`config.mk`:
```
export PLATFORM = sky130hd
export DESIGN_NAME = rgb_to_hsv_pixel_top
export DESIGN_NICKNAME = d
export VERILOG_FILES = /design/src/design/rgbhsv_pkg.sv /design/src/design/rgb_to_hsv_pixel_top.sv
export SDC_FILE = /design/constraint.sdc
export NUM_CORES = 2
export LEC_CHECK = 0
export BUFFER_PORTS_ARGS = -buffer_cell sky130_fd_sc_hd__buf_2
export CELL_PAD_IN_SITES_DETAIL_PLACEMENT = 0
export CELL_PAD_IN_SITES_GLOBAL_PLACEMENT = 1
export CORE_MARGIN = 1.5
export CORE_UTILIZATION = 44
export CTS_BUF_LIST = sky130_fd_sc_hd__clkbuf_2 sky130_fd_sc_hd__clkbuf_4 sky130_fd_sc_hd__clkbuf_8
export CTS_CLUSTER_SIZE = 10
export DETAILED_ROUTE_END_ITERATION = 12
export GPL_ROUTABILITY_DRIVEN = 0
export PLACE_DENSITY = 0.76
export SYNTH_ARGS = -nofsm -noshare
export SYNTH_HDL_FRONTEND = slang
export SYNTH_SLANG_ARGS = --single-unit
```
`constraint.sdc`:
```
create_clock -name clk -period 10.2 [get_ports clk]
set_input_delay 1.02 -clock clk [delete_from_list [all_inputs] [get_ports clk]]
set_output_delay 1.02 -clock clk [all_outputs]
set_load 0.005 [all_outputs]
```
`src/design/rgbhsv_pkg.sv`:
```
// Package for the RGB to HSV pixel converter: component and fraction widths,
// divider datapath types and the restoring divide step. No dependencies.
`timescale 1ns / 1ps

package rgbhsv_pkg;

  localparam int COMPONENT_BITS = 8;
  localparam int FRACTION_BITS  = 16;

  // Both quotients run through FRACTION_BITS + 1 divide steps.
  localparam int QUO_BITS = FRACTION_BITS + 1;
  // The hue divisor 6*C needs three bits above a component.
  localparam int HUE_BITS = COMPONENT_BITS + 3;
  // A partial remainder is below the divisor and is doubled once per step.
  localparam int REM_BITS = COMPONENT_BITS + 4;

  typedef logic [COMPONENT_BITS-1:0] comp_t;
  typedef logic [HUE_BITS-1:0]       hnum_t;
  typedef logic [REM_BITS-1:0]       rem_t;
  typedef logic [QUO_BITS-1:0]       quo_t;

  typedef struct packed {
    rem_t rem;
    logic qbit;
  } step_t;

  // One restoring division step. The first step compares the remainder as
  // it stands; later steps double it first.
  function automatic step_t div_step(rem_t rem, rem_t dvs, logic first);
    rem_t  t;
    step_t s;
    t = first ? rem : {rem[REM_BITS-2:0], 1'b0};
    s.qbit = (t >= dvs);
    s.rem  = s.qbit ? rem_t'(t - dvs) : t;
    return s;
  endfunction

endpackage

```
`src/design/rgb_to_hsv_pixel_top.sv`:
```
// Top level of the RGB to HSV pixel converter: input register, sector and
// chroma stages, and two lockstep pipelined restoring dividers.
// Depends on rgbhsv_pkg.
`timescale 1ns / 1ps

// Usage:
// An item (red, green, blue) is taken at each rising edge where start is high
// and busy is low. busy stays low, so a pixel may enter on every clock.
// Each item gives one result (hue, saturation, value), shown for exactly one
// cycle with done high. The result of an item passes through 3 front stages
// plus FRACTION_BITS + 1 divider stages (20 register stages for the default
// widths). Throughput is one item per clock: every divider stage resolves one
// quotient bit of both the saturation and the hue quotient with one compare
// and subtract on a narrow remainder.
// Hue is the fraction of a turn in units of 2^-FRACTION_BITS, saturation is
// C/V in the same units with 2^FRACTION_BITS meaning 1.0, value is the
// largest component. Gray pixels give hue 0, black pixels saturation 0.
// Synchronous reset clears the valid bits of every stage, so items in flight
// are dropped and no done strobe follows. The receiver cannot stall; results
// leave the pipeline in the order the items came in.
module rgb_to_hsv_pixel_top (
  input  logic                                 clk,
  input  logic                                 rst,
  input  logic                                 start,
  output logic                                 busy,
  input  logic [rgbhsv_pkg::COMPONENT_BITS-1:0] red,
  input  logic [rgbhsv_pkg::COMPONENT_BITS-1:0] green,
  input  logic [rgbhsv_pkg::COMPONENT_BITS-1:0] blue,
  output logic                                 done,
  output logic [rgbhsv_pkg::FRACTION_BITS-1:0]  hue,
  output logic [rgbhsv_pkg::QUO_BITS-1:0]       saturation,
  output logic [rgbhsv_pkg::COMPONENT_BITS-1:0] value
);

  localparam int NS = rgbhsv_pkg::QUO_BITS;
  localparam int FB = rgbhsv_pkg::FRACTION_BITS;

  typedef enum logic [1:0] {SEC_RED, SEC_GREEN, SEC_BLUE} sector_t;

  // Stage 0: input register.
  logic              s0_valid;
  rgbhsv_pkg::comp_t s0_r, s0_g, s0_b;

  // Stage 1: maximum, chroma and sector.
  logic              s1_valid;
  rgbhsv_pkg::comp_t s1_r, s1_g, s1_b, s1_v, s1_c;
  sector_t           s1_sec;
  rgbhsv_pkg::comp_t s1_v_next, s1_min_next;
  sector_t           s1_sec_next;

  // Stage 2: divider operands.
  logic              s2_valid;
  rgbhsv_pkg::comp_t s2_v;
  rgbhsv_pkg::rem_t  s2_hrem, s2_hdiv, s2_srem, s2_sdiv;
  rgbhsv_pkg::hnum_t s2_hnum_next, s2_hden_next;
  rgbhsv_pkg::hnum_t c_ext, r_ext, g_ext, b_ext;

  // Divider stages, one quotient bit of each divider per stage.
  logic              dv_valid [NS];
  rgbhsv_pkg::comp_t dv_v     [NS];
  rgbhsv_pkg::rem_t  dv_hrem  [NS];
  rgbhsv_pkg::rem_t  dv_hdiv  [NS];
  rgbhsv_pkg::rem_t  dv_srem  [NS];
  rgbhsv_pkg::rem_t  dv_sdiv  [NS];
  rgbhsv_pkg::quo_t  dv_hq    [NS];
  rgbhsv_pkg::quo_t  dv_sq    [NS];
  rgbhsv_pkg::step_t h_step   [NS];
  rgbhsv_pkg::step_t s_step   [NS];

  assign busy = 1'b0;

  always_comb begin
    if (s0_r >= s0_g && s0_r >= s0_b) begin
      s1_sec_next = SEC_RED;
      s1_v_next   = s0_r;
    end else if (s0_g >= s0_b) begin
      s1_sec_next = SEC_GREEN;
      s1_v_next   = s0_g;
    end else begin
      s1_sec_next = SEC_BLUE;
      s1_v_next   = s0_b;
    end
    s1_min_next = s0_r;
    if (s0_g < s1_min_next) begin
      s1_min_next = s0_g;
    end
    if (s0_b < s1_min_next) begin
      s1_min_next = s0_b;
    end
  end

  // The hue numerator is nonnegative in every sector, so modular arithmetic
  // at this width gives it exactly.
  always_comb begin
    c_ext = rgbhsv_pkg::hnum_t'(s1_c);
    r_ext = rgbhsv_pkg::hnum_t'(s1_r);
    g_ext = rgbhsv_pkg::hnum_t'(s1_g);
    b_ext = rgbhsv_pkg::hnum_t'(s1_b);
    s2_hden_next = (c_ext << 2) + (c_ext << 1);
    unique case (s1_sec)
      SEC_RED: begin
        if (g_ext >= b_ext) begin
          s2_hnum_next = g_ext - b_ext;
        end else begin
          s2_hnum_next = s2_hden_next - (b_ext - g_ext);
        end
      end
      SEC_GREEN: s2_hnum_next = (c_ext << 1) + b_ext - r_ext;
      SEC_BLUE:  s2_hnum_next = (c_ext << 2) + r_ext - g_ext;
      default:   s2_hnum_next = '0;
    endcase
    // A zero divisor only occurs with a zero dividend; divide by one instead.
    if (s1_c == '0) begin
      s2_hden_next = rgbhsv_pkg::hnum_t'(1);
    end
  end

  always_comb begin
    for (int k = 0; k < NS; k++) begin
      if (k == 0) begin
        h_step[k] = rgbhsv_pkg::div_step(s2_hrem, s2_hdiv, 1'b1);
        s_step[k] = rgbhsv_pkg::div_step(s2_srem, s2_sdiv, 1'b1);
      end else begin
        h_step[k] = rgbhsv_pkg::div_step(dv_hrem[k-1], dv_hdiv[k-1], 1'b0);
        s_step[k] = rgbhsv_pkg::div_step(dv_srem[k-1], dv_sdiv[k-1], 1'b0);
      end
    end
  end

  always_ff @(posedge clk) begin
    if (rst) begin
      s0_valid <= 1'b0;
      s1_valid <= 1'b0;
      s2_valid <= 1'b0;
      for (int k = 0; k < NS; k++) begin
        dv_valid[k] <= 1'b0;
      end
    end else begin
      s0_valid <= start && !busy;
      s1_valid <= s0_valid;
      s2_valid <= s1_valid;
      dv_valid[0] <= s2_valid;
      for (int k = 1; k < NS; k++) begin
        dv_valid[k] <= dv_valid[k-1];
      end
    end
  end

  always_ff @(posedge clk) begin
    s0_r <= red;
    s0_g <= green;
    s0_b <= blue;

    s1_r   <= s0_r;
    s1_g   <= s0_g;
    s1_b   <= s0_b;
    s1_v   <= s1_v_next;
    s1_c   <= s1_v_next - s1_min_next;
    s1_sec <= s1_sec_next;

    s2_v    <= s1_v;
    s2_hrem <= rgbhsv_pkg::rem_t'(s2_hnum_next);
    s2_hdiv <= rgbhsv_pkg::rem_t'(s2_hden_next);
    s2_srem <= rgbhsv_pkg::rem_t'(s1_c);
    s2_sdiv <= (s1_v == '0) ? rgbhsv_pkg::rem_t'(1) : rgbhsv_pkg::rem_t'(s1_v);

    for (int k = 0; k < NS; k++) begin
      dv_hrem[k] <= h_step[k].rem;
      dv_srem[k] <= s_step[k].rem;
      if (k == 0) begin
        dv_v[k]    <= s2_v;
        dv_hdiv[k] <= s2_hdiv;
        dv_sdiv[k] <= s2_sdiv;
        dv_hq[k]   <= rgbhsv_pkg::quo_t'(h_step[k].qbit);
        dv_sq[k]   <= rgbhsv_pkg::quo_t'(s_step[k].qbit);
      end else begin
        dv_v[k]    <= dv_v[k-1];
        dv_hdiv[k] <= dv_hdiv[k-1];
        dv_sdiv[k] <= dv_sdiv[k-1];
        dv_hq[k]   <= {dv_hq[k-1][NS-2:0], h_step[k].qbit};
        dv_sq[k]   <= {dv_sq[k-1][NS-2:0], s_step[k].qbit};
      end
    end
  end

  // The top hue quotient bit is always zero because the numerator is below
  // the divisor.
  assign done       = dv_valid[NS-1];
  assign hue        = dv_hq[NS-1][FB-1:0];
  assign saturation = dv_sq[NS-1];
  assign value      = dv_v[NS-1];

endmodule
```
After elaboration in Yosys (flattened, before gate mapping). Memory sizes are Yosys's and may differ from the RTL's. Cells that the tools add are included.

Register bits after elaboration: 119. Bits in writable memories: 1547. Input port bits: 27. Output and inout port bits: 43. Memories: 8.

Add/sub/neg operators: 43. Order comparisons: 40. Equal/unequal tests: 2. Multiplexer cells: 61. Bitwise operators: 17. Reductions and logical operators: 4.

Memories: dv_hq (words 17, width 17, read ports 17, clocked after Yosys merged registers in 0, write ports 17, RTL line rgb_to_hsv_pixel_top.sv:65) `rgbhsv_pkg::quo_t dv_hq [NS];`; dv_sq (words 17, width 17, read ports 17, clocked after Yosys merged registers in 0, write ports 17, RTL line rgb_to_hsv_pixel_top.sv:66) `rgbhsv_pkg::quo_t dv_sq [NS];`; dv_hdiv (words 17, width 12, read ports 16, clocked after Yosys merged registers in 0, write ports 17, RTL line rgb_to_hsv_pixel_top.sv:62) `rgbhsv_pkg::rem_t dv_hdiv [NS];`; dv_hrem (words 17, width 12, read ports 16, clocked after Yosys merged registers in 0, write ports 17, RTL line rgb_to_hsv_pixel_top.sv:61) `rgbhsv_pkg::rem_t dv_hrem [NS];`; dv_sdiv (words 17, width 12, read ports 16, clocked after Yosys merged registers in 0, write ports 17, RTL line rgb_to_hsv_pixel_top.sv:64) `rgbhsv_pkg::rem_t dv_sdiv [NS];`; dv_srem (words 17, width 12, read ports 16, clocked after Yosys merged registers in 0, write ports 17, RTL line rgb_to_hsv_pixel_top.sv:63) `rgbhsv_pkg::rem_t dv_srem [NS];`; +2 memories.

Operators with widths (number): 12-bit 2-to-1 mux (34); 12-bit >= comparator (32); 12-bit subtractor (32); 11-bit one-hot mux with 3 select lines (1); 8-bit >= comparator (4); 8-bit 2-to-1 mux (4); 1-bit 2-to-1 mux (20); 8-bit by 8-bit subtractor with 9-bit output (2); 1-bit bitwise OR (17); 8-bit logical NOT (2); 8-bit < comparator (2); 8-bit by 12-bit >= comparator with 1-bit output (1); 11-bit by 11-bit subtractor with 12-bit output (1); 8-bit by 12-bit subtractor with 12-bit output (1); 10-bit by 8-bit adder with 11-bit output (1); 10-bit by 9-bit adder with 11-bit output (1); 11-bit >= comparator (1); 11-bit 2-to-1 mux (1); 10-bit by 8-bit subtractor with 11-bit output (1); 11-bit subtractor (1); 11-bit by 8-bit subtractor with 11-bit output (1); 9-bit by 8-bit adder with 10-bit output (1); 8-bit subtractor (1); 2-bit by 1-bit == test with 1-bit output (second input constant) (1); 4 further kinds (4).

Depth between registers and ports, before layout.
Depth after elaboration: 5. Gate-level depth with buffers: 24.

Worst setup path after synthesis. OpenSTA, ideal clock, no wires.

Path type: register -> register. Start point: register s0_r[7]. End point: register s1_c[7]. Data arrival time: 4443 ps. Required time: 10128 ps. Setup slack: 5685 ps. Cell stages (with the launch flop): 23. Clock period less this slack: 4515 ps. Cell sequence: dfxtp_1 > inv_1 > ha_1 > and4_1 > o21ai_1 > nand2b_1 > buf_6 > mux2i_1 > ha_1 > a21o_1 > a21o_1 > a21o_1 > o21bai_2 > buf_2 > o21ai_0 > ha_1 > a21o_1 > a21o_1 > a311o_1 > a21o_1 > a21oi_1 > xnor2_1 > xnor2_1.

Cells in the longest elaborated chain, start to end: 5.

RTL lines: from (decl) (RTL line rgb_to_hsv_pixel_top.sv:42) `rgbhsv_pkg::comp_t s0_r, s0_g, s0_b;`; from (signal assigned) (RTL line rgb_to_hsv_pixel_top.sv:150) `s0_r <= red;`; 8-bit < comparator (RTL line rgb_to_hsv_pixel_top.sv:84) `if (s0_g < s1_min_next) begin`; 8-bit 2-to-1 mux (RTL line rgb_to_hsv_pixel_top.sv:84); 8-bit < comparator (RTL line rgb_to_hsv_pixel_top.sv:87) `if (s0_b < s1_min_next) begin`; 8-bit 2-to-1 mux (RTL line rgb_to_hsv_pixel_top.sv:87); 8-bit subtractor (*) (RTL line rgb_to_hsv_pixel_top.sv:158) `s1_c <= s1_v_next - s1_min_next;`; to (signal assigned) (RTL line rgb_to_hsv_pixel_top.sv:158); to (decl) (RTL line rgb_to_hsv_pixel_top.sv:46) `rgbhsv_pkg::comp_t s1_r, s1_g, s1_b, s1_v, s1_c;`.

Every way passes the cells marked *; elsewhere a longest branch is shown, timed or not. A chain may end at the register's enable or synchronous reset.

Worst setup path after layout. Same ends and word-level chain as after synthesis.

==> metrics.csv <==
metric,value,unit
drv_cap,0,
synth_edf_count,0,
grt_max_degree,21,
ys.flop_type,dfxtp_1,
mostFrequentLayoutCell,dfxtp_1,
cp_slowest_stage_delay,0.50,ns
synth-simple-area-share,10.1,%
cts_resized,0,
clk_latency,0.87,ns
max_slew_margin,21.9,%
initial_core_util,44.3,%
gr-total-overflow,0,
dieArea,0.108,mm2
ys_ff_latch,1213,
syn_nets,4982,
synth_compound_area_share,13.2,%
final_cell_mix,"1,213 x dfxtp_1, 537 x inv_1, 419 x ha_1, 338 x nand2_1, 245 x clkbuf_8",
worstRegToRegCells,20,
final_max_slew_viol_count,0,
clock_tree.buffer_depth,3,
post-route-period-util,51.2,%
drive_gt1_share,10.7,%
rows,119,
dp_hpwl,60500,um
tightest_slew,1.17,ns
drtIter0Drc,1132,
nets,5174,
cts.clk_slew.worst_paths,0.06,ns
avgSynthCellArea,10.4,um2
vias,29300,
regToRegSetupSlack,4.97,ns
die-height,328,um
rsz0062_at_grt,false,
r2r-start,s0_r[7],
cp-end-kind,flop,
drt_pass1_iterations,5,
yosysSeqAreaShare,52.2,%
synth_xor_area_share,4.18,%
cts_setup_buffers,0,
endpoint,s1_c[7],
syn_to_final_growth,13.4,%
portBuffers,68,
drc,0,
htreeDepth,4,
final.setup_skew,0.0411,ns
avgRoutedWirePerCell,13.0,um
cts_buffers,195,
coreArea,0.105,mm2
synth_fa_ha_area_share,13.5,%
cts_root_buffer,clkbuf_8,
post-route-min-period,5.23,ns
cp.required,10.97,ns
setup_viol,0,
grt_use_total,15.3,%
ant_nets,0,
r2r-end,s1_c[7],
synth_top_family_by_area,adder cells,
status,completed,
io-pin-count,70,
crit_top_cell,a21o_1,
grt_pass1_vias,29500,
setup.worst_path.start_class,flop,
hold_viol_final,0,
startpoint,s0_r[7],
vias_per_cell,4.72,
antenna_found_initial,1,
cts_tree,yes,
syn-cell-area,0.0465,mm2
yosys_warnings,0,
cp_slowest_cell,nand2b_1,
wl,80600,um
grt_pass1_wl,137000,um
max_freq,0.191,GHz
cts_sinks,1213,
ctsHoldBuffers,0,
hold_path_class,input pin to flop,
setup_tns,0,ns
criticalPathCategory,flop to flop,
synth_mux_area_share,1.33,%
crit_arrival,5.99,ns
crit_chain,inv_1 -> ha_1 -> nand2_1 -> o21ai_1 -> nand2b_1 -> mux2i_1 -> ha_1 -> a21o_1 -> a21o_1 -> a21o_1 -> o21bai_2 -> o21ai_0 -> ha_1 -> a21o_1 -> a21o_1 -> a311o_1 -> a21o_1 -> a21oi_1 -> xnor2_1 -> xnor2_1,
syn_inst,4484,
ys_async_sr_fraction,0,%
ys_types,78,
die_w,328,um
cp_max_fo,15,
[worst max-delay path: cells and delay by family (launching register included)]
| family | cells | cell delay (ns) |
|---|---|---|
| multiplexers | 1 | 0.36 |
| adder cells (fa/ha/maj) | 3 | 0.94 |
| AO/OA/AOI/OAI | 11 | 2.54 |
| flip-flops | 1 | 0.39 |
| AND/OR/NAND/NOR | 2 | 0.56 |
| XOR/XNOR | 2 | 0.28 |
| buffers and inverters | 1 | 0.08 |
[routing by layer]
layer,GRT usage (%),wire length [um],vias up
met1,17.4,35300,13300
met3,3.36,2910,183
met2,27.6,40200,350
met4,6.30,2210,0
li1,-,-,15500
met5,0,0,-
[cell type report]
class	instances	area, um2
inverters	554	2080
clock buffers	293	3730
fillers	9644	52300
repair buffers	71	363
clock inverters	58	776
flip-flops and latches	1213	24300
diodes	1	2.50
well taps	1391	1740
multi-input cells	2641	19700
[cell usage after synthesis (all sizes together), types with 6 or more instances]
| master | number | share of area (%) |
|---|---|---|
| mux2i | 29 | 0.62 |
| a211o | 11 | 0.21 |
| nor2b | 109 | 1.5 |
| nor3 | 71 | 0.76 |
| o211a | 7 | 0.15 |
| nor4 | 20 | 0.27 |
| nor2 | 222 | 1.8 |
| ha | 419 | 11 |
| a211oi | 38 | 0.61 |
| or2 | 10 | 0.13 |
| clkbuf | 32 | 0.26 |
| xnor2 | 135 | 2.5 |
| inv | 554 | 4.5 |
| nand2 | 338 | 2.7 |
| nand4 | 50 | 0.67 |
| fa | 52 | 2.2 |
| o211ai | 6 | 0.097 |
| a311oi | 20 | 0.89 |
| a2111oi | 17 | 0.54 |
| mux2 | 29 | 0.70 |
| a31oi | 28 | 0.38 |
| or3 | 17 | 0.23 |
| nand2b | 67 | 0.90 |
| and4 | 6 | 0.11 |
| a31o | 18 | 0.34 |
| nand3 | 54 | 0.58 |
| and2 | 7 | 0.094 |
| a21oi | 116 | 1.3 |
| xor2 | 87 | 1.6 |
| o21a | 47 | 0.76 |
| dfxtp | 1213 | 52 |
| o31ai | 88 | 1.4 |
| and3 | 12 | 0.16 |
| o21ai | 326 | 3.5 |
| o41ai | 6 | 0.20 |
| buf | 44 | 0.63 |
| a21boi | 57 | 0.92 |
| a21o | 81 | 1.3 |
[sequential cells by signal, indices dropped and copies added, names as in the netlist, 2 cells and up]
register / flops
dv_hrem: 176
s0_r: 8
dv_sq: 153
s2_v: 8
dv_srem: 176
s1_b: 8
s1_g: 8
dv_hdiv: 176
dv_sdiv: 128
s2_hrem: 11
s0_g: 8
s2_srem: 8
dv_v: 136
s1_sec: 2
s1_c: 8
s0_b: 8
dv_valid: 17
s1_v: 8
s1_r: 8
s2_sdiv: 8
dv_hq: 136
s2_hdiv: 11
[worst min path at each step]
stage	cells past startpoint	startpoint	end	slack, ns
6_report	1	blue[4]	s0_b[4]	0.28
5_1_grt	1	green[3]	s0_g[3]	0.19
4_1_cts	1	green[3]	s0_g[3]	0.18
3_5_place_dp	0	dv_hq[1][19]	dv_hq[2][3]	0.31
3_3_place_gp	0	dv_v[0][62]	dv_v[0][70]	0.31
2_1_floorplan	0	dv_hq[1][0]	dv_hq[1][18]	0.31
[through the flow]
stage | cells | setup slack, ns | area, um2 | utilization, % | hold slack [ns]
3_3_place_gp | 5870 | 5.01 | 48200 | 45.9 | 0.310
3_5_place_dp | 5870 | 4.95 | 48200 | 45.9 | 0.312
5_1_grt | 6222 | 4.57 | 52700 | 50.2 | 0.194
4_1_cts | 6221 | 4.94 | 52700 | 50.2 | 0.177
6_report | 6222 | 4.97 | 52700 | 50.2 | 0.279
2_1_floorplan | 4484 | 5.69 | 46500 | - | 0.310
[cells by family (layout without fill, tap and decap cells)]
family | after synthesis | after routing
flip-flops | 1213 | 1213
AND/OR/NAND/NOR | 994 | 994
AO/OA/AOI/OAI | 895 | 895
buffers and inverters | 630 | 976
adder cells (fa/ha/maj) | 471 | 471
XOR/XNOR | 222 | 222
multiplexers | 58 | 58
other | 1 | 2
Power is left out: the tool's default activity adds up to more than one toggle a clock period on the data nets, which glitch-free logic cannot reach.
